## src/mrhd_pkg.sv

```systemverilog
// ----------------------------------------------------------------------------
// mrhd_pkg
// Shared types and constants of the cyclic rotation Hamming distance block.
// ----------------------------------------------------------------------------
package mrhd_pkg;

    // Item field widths
    localparam int OP_W     = 2;
    localparam int ROW_W    = 64;
    localparam int NC_W     = 7;
    localparam int MINM_W   = 15;
    localparam int LEN_W    = 9;
    localparam int DQ_W     = 17;
    localparam int STATUS_W = 2;

    // Fraction bits of the distance
    localparam int FRAC_W = 16;

    // Popcount lanes over one row
    localparam int LANES  = 4;
    localparam int LANE_W = ROW_W / LANES;
    localparam int LCNT_W = $clog2(LANE_W + 1);

    typedef logic [LCNT_W-1:0] lane_cnt_t;

    // Operation codes
    typedef enum logic [OP_W-1:0] {
        OP_GOAL = 2'd0,
        OP_ATTR = 2'd1,
        OP_EVAL = 2'd2
    } op_t;

    // Status codes
    localparam logic [STATUS_W-1:0] ST_OK    = 2'd0;
    localparam logic [STATUS_W-1:0] ST_EMPTY = 2'd1;
    localparam logic [STATUS_W-1:0] ST_OVF   = 2'd2;

endpackage

```

## src/mrhd_in_if.sv

```systemverilog
// ----------------------------------------------------------------------------
// mrhd_in_if
// Input channel: operation and gene state row.
// ----------------------------------------------------------------------------
interface mrhd_in_if;
    import mrhd_pkg::*;

    logic              valid;
    logic              ready;
    logic [OP_W-1:0]   op;
    logic [ROW_W-1:0]  row;

    modport source (output valid, output op, output row, input ready);
    modport sink   (input valid, input op, input row, output ready);
endinterface

```

## src/mrhd_out_if.sv

```systemverilog
// ----------------------------------------------------------------------------
// mrhd_out_if
// Result channel: distance figures of one evaluation.
// ----------------------------------------------------------------------------
interface mrhd_out_if;
    import mrhd_pkg::*;

    logic                 valid;
    logic                 ready;
    logic [MINM_W-1:0]    min_mismatch;
    logic [LEN_W-1:0]     expanded_length;
    logic [DQ_W-1:0]      distance_q16;
    logic                 exact_match;
    logic [STATUS_W-1:0]  status;

    modport source (output valid, output min_mismatch, output expanded_length,
                    output distance_q16, output exact_match, output status,
                    input ready);
    modport sink   (input valid, input min_mismatch, input expanded_length,
                    input distance_q16, input exact_match, input status,
                    output ready);
endinterface

```

## src/mrhd_lane.sv

```systemverilog
// ----------------------------------------------------------------------------
// mrhd_lane
// One popcount lane: counts masked mismatching genes of a row slice.
// ----------------------------------------------------------------------------
module mrhd_lane (
    input  logic                     clk,
    input  logic [mrhd_pkg::LANE_W-1:0] goal_bits,
    input  logic [mrhd_pkg::LANE_W-1:0] attr_bits,
    input  logic [mrhd_pkg::LANE_W-1:0] mask_bits,
    output mrhd_pkg::lane_cnt_t      cnt
);
    import mrhd_pkg::*;

    logic [LANE_W-1:0] diff;
    lane_cnt_t         cnt_next;
    lane_cnt_t         cnt_reg;

    // Count differing genes inside the mask
    always_comb
    begin
        diff     = (goal_bits ^ attr_bits) & mask_bits;
        cnt_next = '0;
        for (int b = 0; b < LANE_W; b++)
        begin
            cnt_next = cnt_next + lane_cnt_t'(diff[b]);
        end
    end

    // Hold the lane count for the merge stage
    always_ff @(posedge clk)
    begin
        cnt_reg <= cnt_next;
    end

    assign cnt = cnt_reg;
endmodule

```

## src/mrhd_merge.sv

```systemverilog
// ----------------------------------------------------------------------------
// mrhd_merge
// Adds the lane counts, sums one rotation and keeps the minimum rotation.
// ----------------------------------------------------------------------------
module mrhd_merge #(
    parameter int CW = 15
) (
    input  logic                clk,
    input  logic                rst_n,
    input  logic                clear,
    input  logic                beat_valid,
    input  logic                beat_last,
    input  logic                beat_final,
    input  mrhd_pkg::lane_cnt_t lane_cnt [mrhd_pkg::LANES],
    output logic [CW-1:0]       min_cnt,
    output logic                done
);
    import mrhd_pkg::*;

    localparam int SUM_W = $clog2(ROW_W + 1);

    logic [SUM_W-1:0] beat_sum;
    logic [CW-1:0]    acc_reg, acc_next;
    logic [CW-1:0]    min_reg;
    logic             have_reg;
    logic             done_reg;

    // Combine the lanes
    always_comb
    begin
        beat_sum = '0;
        for (int l = 0; l < LANES; l++)
        begin
            beat_sum = beat_sum + SUM_W'(lane_cnt[l]);
        end
        acc_next = acc_reg + CW'(beat_sum);
    end

    // Accumulate a rotation, fold it into the minimum at its last row
    always_ff @(posedge clk or negedge rst_n)
    begin
        if (!rst_n)
        begin
            acc_reg  <= '0;
            min_reg  <= '0;
            have_reg <= 1'b0;
            done_reg <= 1'b0;
        end
        else
        begin
            done_reg <= 1'b0;
            if (clear)
            begin
                acc_reg  <= '0;
                min_reg  <= '0;
                have_reg <= 1'b0;
            end
            else if (beat_valid)
            begin
                if (beat_last)
                begin
                    acc_reg <= '0;
                    if (!have_reg || acc_next < min_reg)
                    begin
                        min_reg <= acc_next;
                    end
                    have_reg <= 1'b1;
                    done_reg <= beat_final;
                end
                else
                begin
                    acc_reg <= acc_next;
                end
            end
        end
    end

    assign min_cnt = min_reg;
    assign done    = done_reg;
endmodule

```

## src/mrhd_div.sv

```systemverilog
// ----------------------------------------------------------------------------
// mrhd_div
// Restoring divider, one quotient bit per cycle.
// ----------------------------------------------------------------------------
module mrhd_div #(
    parameter int NW = 31,
    parameter int DW = 15
) (
    input  logic          clk,
    input  logic          rst_n,
    input  logic          start,
    input  logic [NW-1:0] num,
    input  logic [DW-1:0] den,
    output logic [NW-1:0] quot,
    output logic          done
);
    localparam int STEP_W = $clog2(NW + 1);

    logic [NW-1:0]     num_reg;
    logic [NW-1:0]     quot_reg;
    logic [DW-1:0]     den_reg;
    logic [DW-1:0]     rem_reg;
    logic [STEP_W-1:0] step_reg;
    logic              busy_reg;
    logic              done_reg;
    logic [DW:0]       trial;
    logic              fits;

    // Shift in the next numerator bit and test against the divisor
    always_comb
    begin
        trial = {rem_reg, num_reg[NW-1]};
        fits  = trial >= {1'b0, den_reg};
    end

    always_ff @(posedge clk or negedge rst_n)
    begin
        if (!rst_n)
        begin
            busy_reg <= 1'b0;
            done_reg <= 1'b0;
            step_reg <= '0;
        end
        else
        begin
            done_reg <= 1'b0;
            if (start)
            begin
                busy_reg <= 1'b1;
                step_reg <= STEP_W'(NW);
            end
            else if (busy_reg)
            begin
                step_reg <= step_reg - 1'b1;
                if (step_reg == STEP_W'(1))
                begin
                    busy_reg <= 1'b0;
                    done_reg <= 1'b1;
                end
            end
        end
    end

    // Datapath registers
    always_ff @(posedge clk)
    begin
        if (start)
        begin
            num_reg  <= num;
            den_reg  <= den;
            rem_reg  <= '0;
            quot_reg <= '0;
        end
        else if (busy_reg)
        begin
            num_reg  <= {num_reg[NW-2:0], 1'b0};
            rem_reg  <= fits ? DW'(trial - {1'b0, den_reg}) : trial[DW-1:0];
            quot_reg <= {quot_reg[NW-2:0], fits};
        end
    end

    assign quot = quot_reg;
    assign done = done_reg;
endmodule

```

## src/min_rotation_hamming_distance.sv

```systemverilog
// ----------------------------------------------------------------------------
// min_rotation_hamming_distance
// Minimum rotation Hamming distance between a goal and an attractor cycle.
// ----------------------------------------------------------------------------
// Row loads (op 0 goal, op 1 attractor) are accepted back to back, and also
// while a result waits on the output. After an evaluate item is accepted, the
// input stays blocked while these steps run, in order:
// - Length: settled at once when the counts are equal. Otherwise one
//   subtraction step runs for each multiple of the smaller count that fits
//   into the larger one, then a final step sets the expanded length L.
// - Set-up: forms the divisor and resets the rotation and row indices.
// - Rows: L rotations of L rows each. One goal row and one attractor row are
//   read per cycle from the row memories and counted by four 16-gene popcount
//   lanes.
// - Drain: the last row pair passes the read registers, the lane count
//   registers and the merge, which then signals done.
// - Divide: the bit-serial divider forms distance_q16, with 31 quotient bits
//   under default parameters, and then hands over.
// - Output: loads the output register. It waits for as long as an earlier
//   result is still held.
// An evaluate with an empty set goes straight to that last step. The row
// memory read port bounds the rows step. With MAX_CYCLE = 16, L is at most 240
// (counts 16 and 15).
// ----------------------------------------------------------------------------
module min_rotation_hamming_distance #(
    parameter int MAX_NODES = 64,
    parameter int MAX_CYCLE = 16
) (
    input  logic                       clk,
    input  logic                       rst_n,
    input  logic                       cfg_we,
    input  logic [mrhd_pkg::NC_W-1:0]  cfg_wdata,
    mrhd_in_if.sink                    in_ch,
    mrhd_out_if.source                 out_ch
);
    import mrhd_pkg::*;

    localparam int CNT_W = $clog2(MAX_CYCLE + 1);
    localparam int IW    = (MAX_CYCLE > 1) ? $clog2(MAX_CYCLE) : 1;
    localparam int LW    = $clog2(MAX_CYCLE * MAX_CYCLE + 1);
    localparam int CW    = $clog2(MAX_CYCLE * MAX_CYCLE * MAX_NODES + 1);
    localparam int NUM_W = CW + FRAC_W;

    typedef enum logic [2:0] {
        S_IDLE,
        S_LEN,
        S_MUL,
        S_RUN,
        S_DRAIN,
        S_DIV,
        S_DONE
    } state_t;

    // Configuration and load state
    logic [NC_W-1:0]  node_count_reg;
    logic [CNT_W-1:0] goal_cnt_reg;
    logic [CNT_W-1:0] attr_cnt_reg;
    logic             ovf_reg;

    // Row memories
    logic [ROW_W-1:0] goal_mem [MAX_CYCLE];
    logic [ROW_W-1:0] attr_mem [MAX_CYCLE];
    logic [ROW_W-1:0] goal_rd_reg;
    logic [ROW_W-1:0] attr_rd_reg;

    // Evaluation state
    state_t           state_reg;
    logic [CNT_W-1:0] ng_reg, na_reg;
    logic [CNT_W-1:0] small_reg, big_reg, rem_reg;
    logic             ovf_eval_reg;
    logic [ROW_W-1:0] mask_reg;
    logic [NC_W-1:0]  n_reg;
    logic [LW-1:0]    len_reg;
    logic [CW-1:0]    den_reg;
    logic [LW-1:0]    rot_reg, j_reg, k_reg;
    logic [CNT_W-1:0] gj_reg, ka_reg, rot_a_reg;

    // Beat pipeline flags
    logic             s1_valid_reg, s1_last_reg, s1_final_reg;
    logic             s2_valid_reg, s2_last_reg, s2_final_reg;

    // Result register
    logic                out_valid_reg;
    logic [MINM_W-1:0]   res_min_reg;
    logic [LEN_W-1:0]    res_len_reg;
    logic [DQ_W-1:0]     res_dq_reg;
    logic                res_exact_reg;
    logic [STATUS_W-1:0] res_status_reg;

    logic             in_acc;
    logic             out_free;
    logic             issue;
    logic             issue_last;
    logic             issue_final;
    logic [NC_W-1:0]  n_clamp;
    logic             merge_clear;
    logic [CW-1:0]    min_cnt;
    logic             merge_done;
    logic [NUM_W-1:0] quot;
    logic             div_done;
    logic             div_start;
    lane_cnt_t        lane_cnt [LANES];

    assign in_ch.ready = (state_reg == S_IDLE);
    assign in_acc      = in_ch.valid && in_ch.ready;
    assign out_free    = !out_valid_reg || out_ch.ready;

    // Clamp the configured gene count into range
    always_comb
    begin
        if (node_count_reg == '0)
        begin
            n_clamp = NC_W'(1);
        end
        else if (node_count_reg > NC_W'(MAX_NODES))
        begin
            n_clamp = NC_W'(MAX_NODES);
        end
        else
        begin
            n_clamp = node_count_reg;
        end
    end

    assign issue       = (state_reg == S_RUN);
    assign issue_last  = (j_reg == len_reg - 1'b1);
    assign issue_final = issue_last && (rot_reg == len_reg - 1'b1);
    assign merge_clear = in_acc && (op_t'(in_ch.op) == OP_EVAL);
    assign div_start   = (state_reg == S_DRAIN) && merge_done;

    // Configuration register
    always_ff @(posedge clk or negedge rst_n)
    begin
        if (!rst_n)
        begin
            node_count_reg <= NC_W'(64);
        end
        else if (cfg_we)
        begin
            node_count_reg <= cfg_wdata;
        end
    end

    // Write rows and read the pair for the current beat
    always_ff @(posedge clk)
    begin
        if (in_acc && op_t'(in_ch.op) == OP_GOAL && goal_cnt_reg < CNT_W'(MAX_CYCLE))
        begin
            goal_mem[goal_cnt_reg[IW-1:0]] <= in_ch.row;
        end
        if (in_acc && op_t'(in_ch.op) == OP_ATTR && attr_cnt_reg < CNT_W'(MAX_CYCLE))
        begin
            attr_mem[attr_cnt_reg[IW-1:0]] <= in_ch.row;
        end
        goal_rd_reg <= goal_mem[gj_reg[IW-1:0]];
        attr_rd_reg <= attr_mem[ka_reg[IW-1:0]];
    end

    // Popcount lanes
    for (genvar l = 0; l < LANES; l++)
    begin : g_lane
        mrhd_lane u_lane (
            .clk       (clk),
            .goal_bits (goal_rd_reg[l*LANE_W +: LANE_W]),
            .attr_bits (attr_rd_reg[l*LANE_W +: LANE_W]),
            .mask_bits (mask_reg[l*LANE_W +: LANE_W]),
            .cnt       (lane_cnt[l])
        );
    end

    mrhd_merge #(
        .CW (CW)
    ) u_merge (
        .clk        (clk),
        .rst_n      (rst_n),
        .clear      (merge_clear),
        .beat_valid (s2_valid_reg),
        .beat_last  (s2_last_reg),
        .beat_final (s2_final_reg),
        .lane_cnt   (lane_cnt),
        .min_cnt    (min_cnt),
        .done       (merge_done)
    );

    mrhd_div #(
        .NW (NUM_W),
        .DW (CW)
    ) u_div (
        .clk   (clk),
        .rst_n (rst_n),
        .start (div_start),
        .num   ({min_cnt, FRAC_W'(0)}),
        .den   (den_reg),
        .quot  (quot),
        .done  (div_done)
    );

    // Eval datapath registers that need no reset
    always_ff @(posedge clk)
    begin
        if (merge_clear)
        begin
            n_reg <= n_clamp;
            for (int b = 0; b < ROW_W; b++)
            begin
                mask_reg[b] <= (b < int'(n_clamp));
            end
        end
        if (state_reg == S_MUL)
        begin
            den_reg <= CW'(len_reg * n_reg);
        end
    end

    // Sequencer, load counters and result register
    always_ff @(posedge clk or negedge rst_n)
    begin
        if (!rst_n)
        begin
            state_reg      <= S_IDLE;
            goal_cnt_reg   <= '0;
            attr_cnt_reg   <= '0;
            ovf_reg        <= 1'b0;
            ng_reg         <= '0;
            na_reg         <= '0;
            small_reg      <= '0;
            big_reg        <= '0;
            rem_reg        <= '0;
            ovf_eval_reg   <= 1'b0;
            len_reg        <= '0;
            rot_reg        <= '0;
            j_reg          <= '0;
            k_reg          <= '0;
            gj_reg         <= '0;
            ka_reg         <= '0;
            rot_a_reg      <= '0;
            s1_valid_reg   <= 1'b0;
            s1_last_reg    <= 1'b0;
            s1_final_reg   <= 1'b0;
            s2_valid_reg   <= 1'b0;
            s2_last_reg    <= 1'b0;
            s2_final_reg   <= 1'b0;
            out_valid_reg  <= 1'b0;
            res_min_reg    <= '0;
            res_len_reg    <= '0;
            res_dq_reg     <= '0;
            res_exact_reg  <= 1'b0;
            res_status_reg <= ST_OK;
        end
        else
        begin
            // Drop the result once taken, unless a new one follows at once
            if (out_valid_reg && out_ch.ready && state_reg != S_DONE)
            begin
                out_valid_reg <= 1'b0;
            end

            // Advance the beat pipeline
            s1_valid_reg <= issue;
            s1_last_reg  <= issue && issue_last;
            s1_final_reg <= issue && issue_final;
            s2_valid_reg <= s1_valid_reg;
            s2_last_reg  <= s1_last_reg;
            s2_final_reg <= s1_final_reg;

            case (state_reg)
                S_IDLE:
                begin
                    if (in_acc)
                    begin
                        case (op_t'(in_ch.op))
                            OP_GOAL:
                            begin
                                if (goal_cnt_reg < CNT_W'(MAX_CYCLE))
                                begin
                                    goal_cnt_reg <= goal_cnt_reg + 1'b1;
                                end
                                else
                                begin
                                    ovf_reg <= 1'b1;
                                end
                            end
                            OP_ATTR:
                            begin
                                if (attr_cnt_reg < CNT_W'(MAX_CYCLE))
                                begin
                                    attr_cnt_reg <= attr_cnt_reg + 1'b1;
                                end
                                else
                                begin
                                    ovf_reg <= 1'b1;
                                end
                            end
                            OP_EVAL:
                            begin
                                ng_reg       <= goal_cnt_reg;
                                na_reg       <= attr_cnt_reg;
                                ovf_eval_reg <= ovf_reg;
                                goal_cnt_reg <= '0;
                                attr_cnt_reg <= '0;
                                ovf_reg      <= 1'b0;
                                if (goal_cnt_reg < attr_cnt_reg)
                                begin
                                    small_reg <= goal_cnt_reg;
                                    big_reg   <= attr_cnt_reg;
                                    rem_reg   <= attr_cnt_reg;
                                end
                                else
                                begin
                                    small_reg <= attr_cnt_reg;
                                    big_reg   <= goal_cnt_reg;
                                    rem_reg   <= goal_cnt_reg;
                                end
                                if (goal_cnt_reg == '0 || attr_cnt_reg == '0)
                                begin
                                    state_reg <= S_DONE;
                                end
                                else
                                begin
                                    state_reg <= S_LEN;
                                end
                            end
                            default:
                            begin
                            end
                        endcase
                    end
                end

                // Settle the expanded length by repeated subtraction
                S_LEN:
                begin
                    if (ng_reg == na_reg)
                    begin
                        len_reg   <= LW'(ng_reg);
                        state_reg <= S_MUL;
                    end
                    else if (rem_reg >= small_reg)
                    begin
                        rem_reg <= rem_reg - small_reg;
                    end
                    else
                    begin
                        len_reg   <= (rem_reg == '0) ? LW'(big_reg) : LW'(ng_reg * na_reg);
                        state_reg <= S_MUL;
                    end
                end

                S_MUL:
                begin
                    rot_reg   <= '0;
                    j_reg     <= '0;
                    k_reg     <= '0;
                    gj_reg    <= '0;
                    ka_reg    <= '0;
                    rot_a_reg <= '0;
                    state_reg <= S_RUN;
                end

                // Walk rotations and rows, one row pair a cycle
                S_RUN:
                begin
                    if (issue_last)
                    begin
                        j_reg  <= '0;
                        gj_reg <= '0;
                        if (issue_final)
                        begin
                            state_reg <= S_DRAIN;
                        end
                        else
                        begin
                            rot_reg <= rot_reg + 1'b1;
                            k_reg   <= rot_reg + 1'b1;
                            if (rot_a_reg == na_reg - 1'b1)
                            begin
                                rot_a_reg <= '0;
                                ka_reg    <= '0;
                            end
                            else
                            begin
                                rot_a_reg <= rot_a_reg + 1'b1;
                                ka_reg    <= rot_a_reg + 1'b1;
                            end
                        end
                    end
                    else
                    begin
                        j_reg  <= j_reg + 1'b1;
                        gj_reg <= (gj_reg == ng_reg - 1'b1) ? '0 : gj_reg + 1'b1;
                        if (k_reg == len_reg - 1'b1)
                        begin
                            k_reg  <= '0;
                            ka_reg <= '0;
                        end
                        else
                        begin
                            k_reg  <= k_reg + 1'b1;
                            ka_reg <= (ka_reg == na_reg - 1'b1) ? '0 : ka_reg + 1'b1;
                        end
                    end
                end

                S_DRAIN:
                begin
                    if (merge_done)
                    begin
                        state_reg <= S_DIV;
                    end
                end

                S_DIV:
                begin
                    if (div_done)
                    begin
                        state_reg <= S_DONE;
                    end
                end

                // Hand the result to the output register once it is free
                S_DONE:
                begin
                    if (out_free)
                    begin
                        out_valid_reg <= 1'b1;
                        state_reg     <= S_IDLE;
                        if (ng_reg == '0 || na_reg == '0)
                        begin
                            res_min_reg    <= '0;
                            res_len_reg    <= '0;
                            res_dq_reg     <= '0;
                            res_exact_reg  <= 1'b0;
                            res_status_reg <= ST_EMPTY;
                        end
                        else
                        begin
                            res_min_reg    <= MINM_W'(min_cnt);
                            res_len_reg    <= LEN_W'(len_reg);
                            res_dq_reg     <= quot[DQ_W-1:0];
                            res_exact_reg  <= (ng_reg == na_reg) && (min_cnt == '0);
                            res_status_reg <= ovf_eval_reg ? ST_OVF : ST_OK;
                        end
                    end
                end

                default:
                begin
                    state_reg <= S_IDLE;
                end
            endcase
        end
    end

    assign out_ch.valid           = out_valid_reg;
    assign out_ch.min_mismatch    = res_min_reg;
    assign out_ch.expanded_length = res_len_reg;
    assign out_ch.distance_q16    = res_dq_reg;
    assign out_ch.exact_match     = res_exact_reg;
    assign out_ch.status          = res_status_reg;
endmodule
```

## src/flat_wrapper.sv

```systemverilog
// flat-port wrapper written by rule: the top's interface ports become plain ports
module min_rotation_hamming_distance_flat import mrhd_pkg::*;
#(
    parameter int MAX_NODES = 64,
    parameter int MAX_CYCLE = 16
)
  (clk, rst_n, cfg_we, cfg_wdata, in_ch_valid, in_ch_op, in_ch_row, in_ch_ready, out_ch_valid, out_ch_min_mismatch, out_ch_expanded_length, out_ch_distance_q16, out_ch_exact_match, out_ch_status, out_ch_ready);
  mrhd_in_if in_ch_i ();
  mrhd_out_if out_ch_i ();
  input  logic clk;
  input  logic rst_n;
  input  logic cfg_we;
  input  logic [mrhd_pkg::NC_W-1:0] cfg_wdata;
  input wire logic [$bits(in_ch_i.valid)-1:0] in_ch_valid;
  input wire logic [$bits(in_ch_i.op)-1:0] in_ch_op;
  input wire logic [$bits(in_ch_i.row)-1:0] in_ch_row;
  output wire logic [$bits(in_ch_i.ready)-1:0] in_ch_ready;
  output wire logic [$bits(out_ch_i.valid)-1:0] out_ch_valid;
  output wire logic [$bits(out_ch_i.min_mismatch)-1:0] out_ch_min_mismatch;
  output wire logic [$bits(out_ch_i.expanded_length)-1:0] out_ch_expanded_length;
  output wire logic [$bits(out_ch_i.distance_q16)-1:0] out_ch_distance_q16;
  output wire logic [$bits(out_ch_i.exact_match)-1:0] out_ch_exact_match;
  output wire logic [$bits(out_ch_i.status)-1:0] out_ch_status;
  input wire logic [$bits(out_ch_i.ready)-1:0] out_ch_ready;
  assign in_ch_i.valid = in_ch_valid;
  assign in_ch_i.op = in_ch_op;
  assign in_ch_i.row = in_ch_row;
  assign in_ch_ready = in_ch_i.ready;
  assign out_ch_valid = out_ch_i.valid;
  assign out_ch_min_mismatch = out_ch_i.min_mismatch;
  assign out_ch_expanded_length = out_ch_i.expanded_length;
  assign out_ch_distance_q16 = out_ch_i.distance_q16;
  assign out_ch_exact_match = out_ch_i.exact_match;
  assign out_ch_status = out_ch_i.status;
  assign out_ch_i.ready = out_ch_ready;
  min_rotation_hamming_distance #(.MAX_NODES(MAX_NODES), .MAX_CYCLE(MAX_CYCLE)) u_core (.clk(clk), .rst_n(rst_n), .cfg_we(cfg_we), .cfg_wdata(cfg_wdata), .in_ch(in_ch_i), .out_ch(out_ch_i));
endmodule
```

## config.mk

```make
export PLATFORM = sky130hd
export DESIGN_NAME = min_rotation_hamming_distance_flat
export DESIGN_NICKNAME = d
export VERILOG_FILES = /design/src/mrhd_pkg.sv /design/src/mrhd_in_if.sv /design/src/mrhd_out_if.sv /design/src/mrhd_lane.sv /design/src/mrhd_merge.sv /design/src/mrhd_div.sv /design/src/min_rotation_hamming_distance.sv /design/src/flat_wrapper.sv
export SDC_FILE = /design/constraint.sdc
export NUM_CORES = 2
export LEC_CHECK = 0
export ABC_CLOCK_PERIOD_IN_PS = 8300
export BUFFER_PORTS_ARGS = -buffer_cell sky130_fd_sc_hd__buf_2
export CAP_MARGIN = 20
export CELL_PAD_IN_SITES_DETAIL_PLACEMENT = 1
export CELL_PAD_IN_SITES_GLOBAL_PLACEMENT = 1
export CORE_ASPECT_RATIO = 0.8
export CORE_MARGIN = 5
export CORE_UTILIZATION = 35
export DETAILED_ROUTE_END_ITERATION = 10
export GPL_TIMING_DRIVEN = 0
export PLACE_DENSITY_LB_ADDON = 0.1
export SYNTH_ARGS = -nofsm -noshare
export SYNTH_HDL_FRONTEND = slang
export SYNTH_SLANG_ARGS = --single-unit
```

## constraint.sdc

```tcl
create_clock -name clk -period 8.3 [get_ports clk]
set_input_delay 1.66 -clock clk [delete_from_list [all_inputs] [get_ports clk]]
set_output_delay 1.66 -clock clk [all_outputs]
set_load 0.02 [all_outputs]
```

==> impl_metrics.py <==
metrics = {
    "power_and_ir_drop": {
        "finalPower_w": 0.02608,
        "pwr_density_cell_mw_per_mm2": 218.4,
        "peakVddDrop_uv": 179.0,
        "share_comb_of_total_power": 0.010,
        "p_sw_w": 0.005310,
        "p_leak_nw": 39.83,
        "power.share.sequential": 0.529,
        "pwr-share-clk": 0.461,
        "p_int_w": 0.02077,
        "swShare": 0.2036,
    },
    "sta": {
        "rsz0062_at_grt": "no",
        "skew_ps": 83.97,
        "tightest_slew_ps": 1205,
        "hold_viol_final": 0,
        "period_share": 0.8313,
        "fmax_mhz": 144.9,
        "finalSetupViolCount": 0,
        "min_period_ps": 6900,
        "maxSlewHeadroom": 0.1968,
        "maxSlewViolCount": 0,
        "setup_ws_ps": 1400,
    },
    "yosys": {
        "ys_seq_elements": 2531,
        "synthArstFlopShare": 0.07428,
        "syn_inst": 5298,
        "syn-num-nets": 5616,
        "yosysWarningCount": 0,
        "avgSynthCellArea_um2": 19.23,
        "synth-seq-area-share": 0.7191,
        "synth_edf_count": 2163,
        "yosysUniqueCellTypes": 87,
        "syn_area_mm2": 0.1019,
        "synth_flop_cell": "edfxtp_1",
    },
    "route": {
        "antenna_left": 0,
        "vias": 51850,
        "drc": 0,
        "drtIter0Drc": 4288,
        "vias_per_cell": 5.200,
        "dr.pass1.iters": 8,
        "wl_per_cell_um": 29.08,
        "routed_wl_mm": 289.9,
    },
    "placement": {
        "placed_area_mm2": 0.1106,
        "gp_congestion": 0.7812,
        "port_buffers": 123,
        "post-dp-hpwl_mm": 200.9,
        "pre_cts_ws_ps": 1425,
        "dp.cells": 9456,
    },
    "die": {
        "dieArea_mm2": 0.3020,
        "io_pins": 124,
        "core_mm2": 0.2903,
        "die_x_um": 613.2,
        "die_y_um": 492.6,
        "num_rows": 177,
        "initial_core_util": 0.3509,
    },
    "cts": {
        "cts_tree": "done",
        "clock_sinks": 2531,
        "clk_path_buf_depth": 4,
        "htree_levels": 5,
        "cts_root_buffer": "clkbuf_16",
        "clk_pin_slew_worst_paths_ps": 60,
        "clock_latency_ps": 870,
        "numCtsBuffers": 279,
        "post_cts_resized": 0,
        "post_cts_buffers": 0,
        "cts-hold-fix-buffers": 0,
    },
    "setup_path": {
        "cp.arrival_ps": 7640,
        "critPathKind": "flip-flop to flip-flop",
        "crit_slowest_cell": "nor3_1",
        "end_kind": "flip-flop",
        "required_ps": 9040,
        "critPathLaunchType": "flip-flop",
        "crit_top_cell": "inv_1",
        "slowest_delay_ps": 720,
        "path_max_fanout": 10,
    },
    "grt": {
        "overflow": 0,
        "antenna_found_initial": 23,
        "grtUsageTotal": 0.1915,
        "grt_start_max_net_pins": 89,
        "grt_pass1_wl_mm": 416.8,
        "first_global_vias": 55240,
    },
    "finish": {
        "drive_gt1_frac": 0.2347,
        "final_cells": 9972,
        "fill_cells": 27730,
        "syn_to_final_growth_pct": 17.22,
        "final_area_mm2": 0.1194,
        "final_nets": 6217,
        "post-route-util": 0.4113,
    },
    "flow_run": {
        "cap_viol_max_count": 0,
    },
    "hold_path": {
        "min_path_type": "flip-flop to flip-flop",
    },
    "outcome": {
        "outcome": "completed",
    },
}
==> cells in the final DEF (no fill, tap or decap), types with 112 or more instances in the layout <==
cell type,Yosys,layout
dfxtp_1,180,180
mux4_2,640,640
edfxtp_1,2163,2163
inv_1,254,254
nor2_1,128,112
nand2_1,252,252
clkbuf_1,191,251
xor2_1,118,118
o21ai_0,132,132
ha_1,143,143
buf_2,5,133
dfrtp_1,187,187
clkbuf_16,0,286
==> cell type report <==
type                    count  area [um2]  area share
diodes                     15       37.54   0.0003143
plain buffers             255        1018    0.008528
clock buffers             376        7655     0.06410
clock inverters           115       997.2    0.008350
inverters                 257       964.7    0.008078
multi-input cells        2255       26850      0.2249
flip-flops and latches   2531       73260      0.6135
well taps                3848        4815     0.04032
repair buffers            320        3820     0.03199
==> final timing paths <==
check                                                       startpoint                                        end  slack (ps)  depth (start not counted)
min in group asynchronous                                        rst_n              u_core.big_reg[2]$_DFFE_PN0P_         800                          1
worst max-delay path            u_core.g_lane[2].u_lane.cnt[2]$_DFF_P_      u_core.u_merge.min_cnt[7]$_DFFE_PN0P_        1400                         25
worst max register to register  u_core.g_lane[2].u_lane.cnt[2]$_DFF_P_      u_core.u_merge.min_cnt[7]$_DFFE_PN0P_        1400                         25
worst min-delay path                     u_core.s1_valid_reg$_DFF_PN0_              u_core.s2_valid_reg$_DFF_PN0_         340                          0
worst min register to register           u_core.s1_valid_reg$_DFF_PN0_              u_core.s2_valid_reg$_DFF_PN0_         340                          0
max in group asynchronous                                        rst_n  u_core.out_ch.distance_q16[3]$_DFFE_PN0P_        6390                          3
==> synth_stat cells (17+ instances only) <==
cell      instances  area [um2]
edfxtp_1       2163       64950
mux4_2          640       14410
inv_1           254       953.4
nand2_1         252       945.9
clkbuf_1        191       716.9
dfrtp_1         187        4679
dfxtp_1         180        3603
ha_1            143        1789
o21ai_0         132       660.6
nor2_1          128       480.5
xor2_1          118        1033
fa_1             97        1942
a21oi_1          87       435.4
xnor2_1          71       621.9
and2_1           69       431.7
a22o_1           56       490.5
buf_1            54       202.7
mux2i_1          42       420.4
nor3_1           42       210.2
nand3_1          37       185.2
a21o_1           32       240.2
nor2b_1          29       181.4
and3_1           23       143.9
o31ai_1          20       150.1
or3_1            17       106.4
==> worst max-delay path: cells and delay by family (launching register included) <==
kind / cells / cell delay [ps]
xor+xnor: 1 / 220
fa+ha+maj: 5 / 2130
compound gates: 8 / 1680
buf+inv: 6 / 840
simple gates: 5 / 1460
flops: 1 / 430
==> power groups by stage <==
| stage | sequential, W | combinational [W] | clock (W) |
|---|---|---|---|
| global route | 0.0138 | 0.000300 | 0.0129 |
| CTS | 0.0138 | 0.000275 | 0.0124 |
| floorplan | 0.0141 | 0.0000476 | 0 |
| detailed placement | 0.0141 | 0.000275 | 0 |
| global placement | 0.0141 | 0.000253 | 0 |
| finish | 0.0138 | 0.000268 | 0.0120 |
==> cell families (layout without fill, tap and decap cells) <==
| logic type | after synthesis | in the layout | synth area share |
|---|---|---|---|
| AOI/OAI and AO/OA | 456 | 456 | 0.02992 |
| xor gates and xnor gates | 191 | 191 | 0.01669 |
| adders and majority gates | 240 | 240 | 0.03662 |
| buffers and inverters | 512 | 1323 | 0.01922 |
| DFF | 2531 | 2531 | 0.7191 |
| muxes | 692 | 692 | 0.1467 |
| other | 1 | 16 | 0.00003681 |
| and+or+nand+nor | 675 | 675 | 0.03167 |
==> through the flow <==
stage	TNS, ps	hold slack (ps)
2_1_floorplan	0	331.2
3_3_place_gp	-4877840	336.8
3_5_place_dp	0	337.9
4_1_cts	0	331.9
5_1_grt	0	357.7
6_report	0	338.7
==> layer usage <==
layer | up-vias | global-route usage | part of all wire
met4 | 0 | 0.04109 | 0.020
li1 | 22220 | - | -
met1 | 28130 | 0.2828 | 0.47
met5 | - | 0 | 0
met3 | 360 | 0.02462 | 0.043
met2 | 1146 | 0.3049 | 0.47
Power figures use the tool's default switching activity.
